`src/hdl/histogram_median_threshold_macros.svh`:
```
// assertion macros for the histogram median threshold block
// expects a clock named aclk and an active-low reset named aresetn in scope
`ifndef HISTOGRAM_MEDIAN_THRESHOLD_MACROS_SVH
`define HISTOGRAM_MEDIAN_THRESHOLD_MACROS_SVH

// same-cycle implication
`define HMT_ASSERT_NOW(label, ante, cons, msg) \
    label: assert property (@(posedge aclk) disable iff (!aresetn) (ante) |-> (cons)) \
        else $error(msg);

// next-cycle implication
`define HMT_ASSERT_NEXT(label, ante, cons, msg) \
    label: assert property (@(posedge aclk) disable iff (!aresetn) (ante) |=> (cons)) \
        else $error(msg);

`endif

```
`src/hdl/hmt_pkg.sv`:
```
// shared constants, types and state encoding for the histogram median threshold
// no dependencies
`default_nettype none

package hmt_pkg;

    localparam int PIXEL_BITS   = 8;
    localparam int COUNT_BITS   = 24;
    localparam int NUM_BINS     = 1 << PIXEL_BITS;
    localparam int RUN_BITS     = COUNT_BITS + PIXEL_BITS;
    localparam int THR_BITS     = 8;
    localparam int IN_DATA_BITS = ((PIXEL_BITS + 7) / 8) * 8;
    localparam int OUT_BITS     = ((THR_BITS + COUNT_BITS + 7) / 8) * 8;

    localparam logic [COUNT_BITS-1:0] CNT_MAX = {COUNT_BITS{1'b1}};
    localparam logic [PIXEL_BITS-1:0] PIX_MAX = {PIXEL_BITS{1'b1}};

    typedef enum logic [2:0] {
        ST_CLEAR,
        ST_RUN,
        ST_FLUSH,
        ST_SCAN,
        ST_TAIL,
        ST_FINISH
    } state_t;

    typedef struct packed {
        logic accept_en;
        logic clr_wr;
        logic cnt_inc;
        logic scan_rd;
        logic scan_init;
        logic out_load;
    } cmd_t;

    typedef struct packed {
        logic cnt_at_max;
        logic last_fire;
        logic out_busy;
    } status_t;

endpackage

`default_nettype wire

```
`src/hdl/hmt_ctrl.sv`:
```
// controller for the histogram median threshold: clear sweep, accumulate, scan, result
// depends on hmt_pkg
`default_nettype none

module hmt_ctrl (
    input  wire logic            aclk,
    input  wire logic            aresetn,
    input  wire hmt_pkg::status_t status,
    output hmt_pkg::cmd_t        cmd,
    output hmt_pkg::state_t      state
);

    hmt_pkg::state_t state_reg;
    hmt_pkg::state_t state_next;

    always_ff @(posedge aclk) begin
        if (!aresetn) begin
            state_reg <= hmt_pkg::ST_CLEAR;
        end else begin
            state_reg <= state_next;
        end
    end

    always_comb begin
        state_next = state_reg;
        case (state_reg)
            hmt_pkg::ST_CLEAR: begin
                if (status.cnt_at_max) state_next = hmt_pkg::ST_RUN;
            end
            hmt_pkg::ST_RUN: begin
                if (status.last_fire) state_next = hmt_pkg::ST_FLUSH;
            end
            hmt_pkg::ST_FLUSH: begin
                state_next = hmt_pkg::ST_SCAN;
            end
            hmt_pkg::ST_SCAN: begin
                if (status.cnt_at_max) state_next = hmt_pkg::ST_TAIL;
            end
            hmt_pkg::ST_TAIL: begin
                state_next = hmt_pkg::ST_FINISH;
            end
            hmt_pkg::ST_FINISH: begin
                if (!status.out_busy) state_next = hmt_pkg::ST_RUN;
            end
            default: begin
                state_next = hmt_pkg::ST_CLEAR;
            end
        endcase
    end

    always_comb begin
        cmd = '0;
        case (state_reg)
            hmt_pkg::ST_CLEAR: begin
                cmd.clr_wr  = 1'b1;
                cmd.cnt_inc = 1'b1;
            end
            hmt_pkg::ST_RUN: begin
                cmd.accept_en = 1'b1;
            end
            hmt_pkg::ST_FLUSH: begin
                cmd.scan_init = 1'b1;
            end
            hmt_pkg::ST_SCAN: begin
                cmd.scan_rd = 1'b1;
                cmd.cnt_inc = 1'b1;
            end
            hmt_pkg::ST_TAIL: begin
                cmd = '0;
            end
            hmt_pkg::ST_FINISH: begin
                cmd.out_load = !status.out_busy;
            end
            default: begin
                cmd = '0;
            end
        endcase
    end

    assign state = state_reg;

endmodule

`default_nettype wire

```
`config.mk`:
```
export PLATFORM = sky130hd
export DESIGN_NAME = hmt_ctrl
export DESIGN_NICKNAME = d
export VERILOG_FILES = /design/src/hdl/histogram_median_threshold_macros.svh /design/src/hdl/hmt_pkg.sv /design/src/hdl/hmt_ctrl.sv
export SDC_FILE = /design/constraint.sdc
export NUM_CORES = 1
export LEC_CHECK = 0
export BUFFER_PORTS_ARGS = -buffer_cell sky130_fd_sc_hd__clkbuf_2
export CAP_MARGIN = 25
export CORE_AREA = 2 2 39 41
export CTS_BUF_LIST = sky130_fd_sc_hd__clkbuf_2
export DETAILED_ROUTE_END_ITERATION = 10
export DIE_AREA = 0 0 41 43
export HOLD_SLACK_MARGIN = 0.03
export SYNTH_ARGS = -nofsm -noshare
export SYNTH_HDL_FRONTEND = slang
export SYNTH_SLANG_ARGS = --single-unit
```
`constraint.sdc`:
```
create_clock -name aclk -period 1.3 [get_ports aclk]
set_clock_uncertainty 0.1 [all_clocks]
set_input_delay 0.26 -clock aclk [delete_from_list [all_inputs] [get_ports aclk]]
set_output_delay 0.26 -clock aclk [all_outputs]
set_load 0.01 [all_outputs]
```
==> results.py <==
metrics = {
    "critical_path": {
        "path_delay_family": "flip-flops",
        "cp_max_fo": 6,
        "path_buf_inv": 1,
        "cp_slowest_stage_delay_ns": 0.36,
        "cp-start-kind": "flip-flop",
        "cp_slowest_cell": "dfxtp_4",
        "critPathKind": "reg -> out",
        "cp.arrival_ns": 0.94,
        "cp.required_ns": 0.94,
        "crit_chain": "nand2b_4, nor3_2, buf_2",
        "worstSetupEndpointType": "output port",
    },
    "floorplan": {
        "die_w_um": 41,
        "fp.dieArea_mm2": 0.00176,
        "io-pin-count": 14,
        "core_area_mm2": 0.00138,
        "die_h_um": 43,
        "num_rows": 14,
        "start_util": 0.137,
    },
    "sta": {
        "finalSetupViolCount": 1,
        "rsz0062_at_grt": "yes",
        "hold_viol_final": 0,
        "maxSlewHeadroom": 0.856,
        "maxSlewViolCount": 0,
        "timing.fmax_ghz": 0.768,
        "fin_crit_ns": 1.30,
        "finalCritPeriodShare": 1.00,
        "worst-slew-pin-transition_ns": 0.215,
        "setup_ws_ns": -0.00146,
    },
    "cells_and_area": {
        "area_growth_pct": 82.1,
        "drive_above_1_share": 0.630,
        "finalNetCount": 52,
        "num-fill-cells": 165,
        "num_antenna_cells": 0,
        "final_common_cell": "clkbuf_2",
        "layout_common_cells": "clkbuf_2 (12), buf_2 (6), nor2_1 (3), dfxtp_4 (3)",
        "fin_cells": 62,
        "largest_register_ffs": 3,
    },
    "global_route": {
        "grt_pass1_vias": 212,
        "antenna_found_initial": 0,
        "grt_pass1_wl_um": 841,
        "grt_max_degree": 9,
        "grt_usage": 0.0771,
        "grt_overflow": 0,
    },
    "min_path": {
        "holdCritPathClass": "in -> reg",
    },
    "yosys": {
        "yosysWarningCount": 0,
        "post_synth.cell_area_avg_um2": 7.00,
        "synthSimpleGateAreaFrac": 0.364,
        "ys_ff_latch": 3,
        "synth_top_family_by_area": "simple AND/OR/NAND/NOR gates",
        "syn_nets": 32,
        "synth-adder-area-share": 0,
        "synth_compound_area_frac": 0.192,
        "synth.top_cells.by_area": "dfxtp_1 (32%), nand2b_1 (9.9%), nor3_1 (7.9%)",
        "ys_seq_area_frac": 0.318,
        "synth-xor-area-share": 0.0464,
        "yosysTopAreaCell": "dfxtp_1",
        "synth_cell_type_count": 16,
        "netlist_instances": 27,
        "syn_area_um2": 189,
        "synthMuxAreaShare": 0,
        "synth_top_area_frac": 0.318,
    },
    "detailed_routing": {
        "viasPerCell": 4.06,
        "ant_nets": 0,
        "num_vias": 252,
        "wirelength_um": 569,
        "first_pass_iters": 4,
        "drt-wirelength-per-cell_um": 9.18,
        "drc": 0,
        "first_iter_violations": 4,
    },
    "clocking": {
        "htree_levels": 1,
        "numCtsBuffers": 3,
        "cts.path.max_buffers": 2,
        "cts_tree": "done",
        "clk_latency_ns": 0.20,
        "path_clk_slew_ns": 0.04,
        "clock-sinks": 3,
        "root_buffer": "clkbuf_2",
    },
    "placement": {
        "gp_congestion": 0.693,
        "dp_cells": 56,
        "dp_hpwl_um": 411,
        "io_buffers": 13,
    },
    "run_status": {
        "status": "complete, but fails checks",
        "violations": "setup timing",
    },
    "power_and_ir_drop": {
        "power_leakage_nw": 0.169,
        "irDropWorstVdd_mv": 0.420,
        "finalPower_mw": 0.350,
        "power.density_mw_per_mm2": 1020,
    },
    "run": {
        "drv_cap": 0,
    },
}
## metrics by stage
step	util	setup TNS [ns]	area, um2	setup WS (ns)	hold WS [ns]
final	0.249	-0.00146	344	-0.00146	0.192
after floorplan	-	0	189	0.000173	0.294
after global placement	0.201	0	278	0.101	0.412
after detailed placement	0.201	0	278	0.0851	0.418
after CTS	0.233	-0.155	323	-0.0472	0.196
after global routing	0.249	-0.297	344	-0.0972	0.184
## metal layers
layer	global-route usage	part of all wire
met1	0.0860	0.40
met2	0.100	0.49
met3	0.0628	0.11
met4	0.0400	0
met5	0	0
## kinds of logic (layout without fill, tap and decap cells)
logic type | after synthesis | in the layout
xor+xnor | 1 | 1
flops | 3 | 3
simple gates | 14 | 14
buf+inv | 4 | 23
compound gates | 5 | 5
## power by group
group,internal (mW),leakage (nW),total (mW),switching [mW]
Clock,0.0812,0.0166,0.132,0.0508
Sequential,0.0988,0.0267,0.113,0.0141
Combinational,0.0523,0.126,0.106,0.0533
Total,0.232,0.169,0.350,0.118
## area by class of cell
| cell class | count | area [um2] | share of cell area |
|---|---|---|---|
| well taps | 16 | 20.0 | 0.0582 |
| repair buffers | 16 | 85.1 | 0.247 |
| inverters | 3 | 11.3 | 0.0327 |
| flip-flops and latches | 3 | 71.3 | 0.207 |
| clock buffers | 4 | 20.0 | 0.0582 |
| multi-input cells | 20 | 136 | 0.396 |
## cells in the mapped netlist
cell and instances:
o22a_1 1, a21oi_2 1, nand2b_1 3, xor2_1 1
inv_1 2, nor2_1 4, nor3_1 3, dfxtp_1 3
or3_1 1, nand2_1 2, inv_2 1, a21oi_1 1
clkbuf_1 1, o32ai_1 1, nor2b_1 1, o21ai_0 1
## worst reg2reg max path, stage by stage, from the launching register on
cell	delay (ns)
dfxtp_4	0.36
clkbuf_2	0.13
or3_1	0.39
a21oi_2	0.14
## final timing paths
path | from | endpoint | slack, ns | depth (start not counted)
max | state[1] | cmd[0] | -0.001 | 3
min | aresetn | state[2] | 0.19 | 3
max reg2reg | state[1] | state[1] | 0.10 | 3
min reg2reg | state[1] | state[2] | 0.55 | 3
## what timing repair did
item,in CTS,in global routing
pin swaps,1,4
setup endpoints to repair,6,7
setup buffers,1,1
hold buffers,0,0
gates resized for setup,7,10
Note: power is estimated with default switching activity, not from simulation.
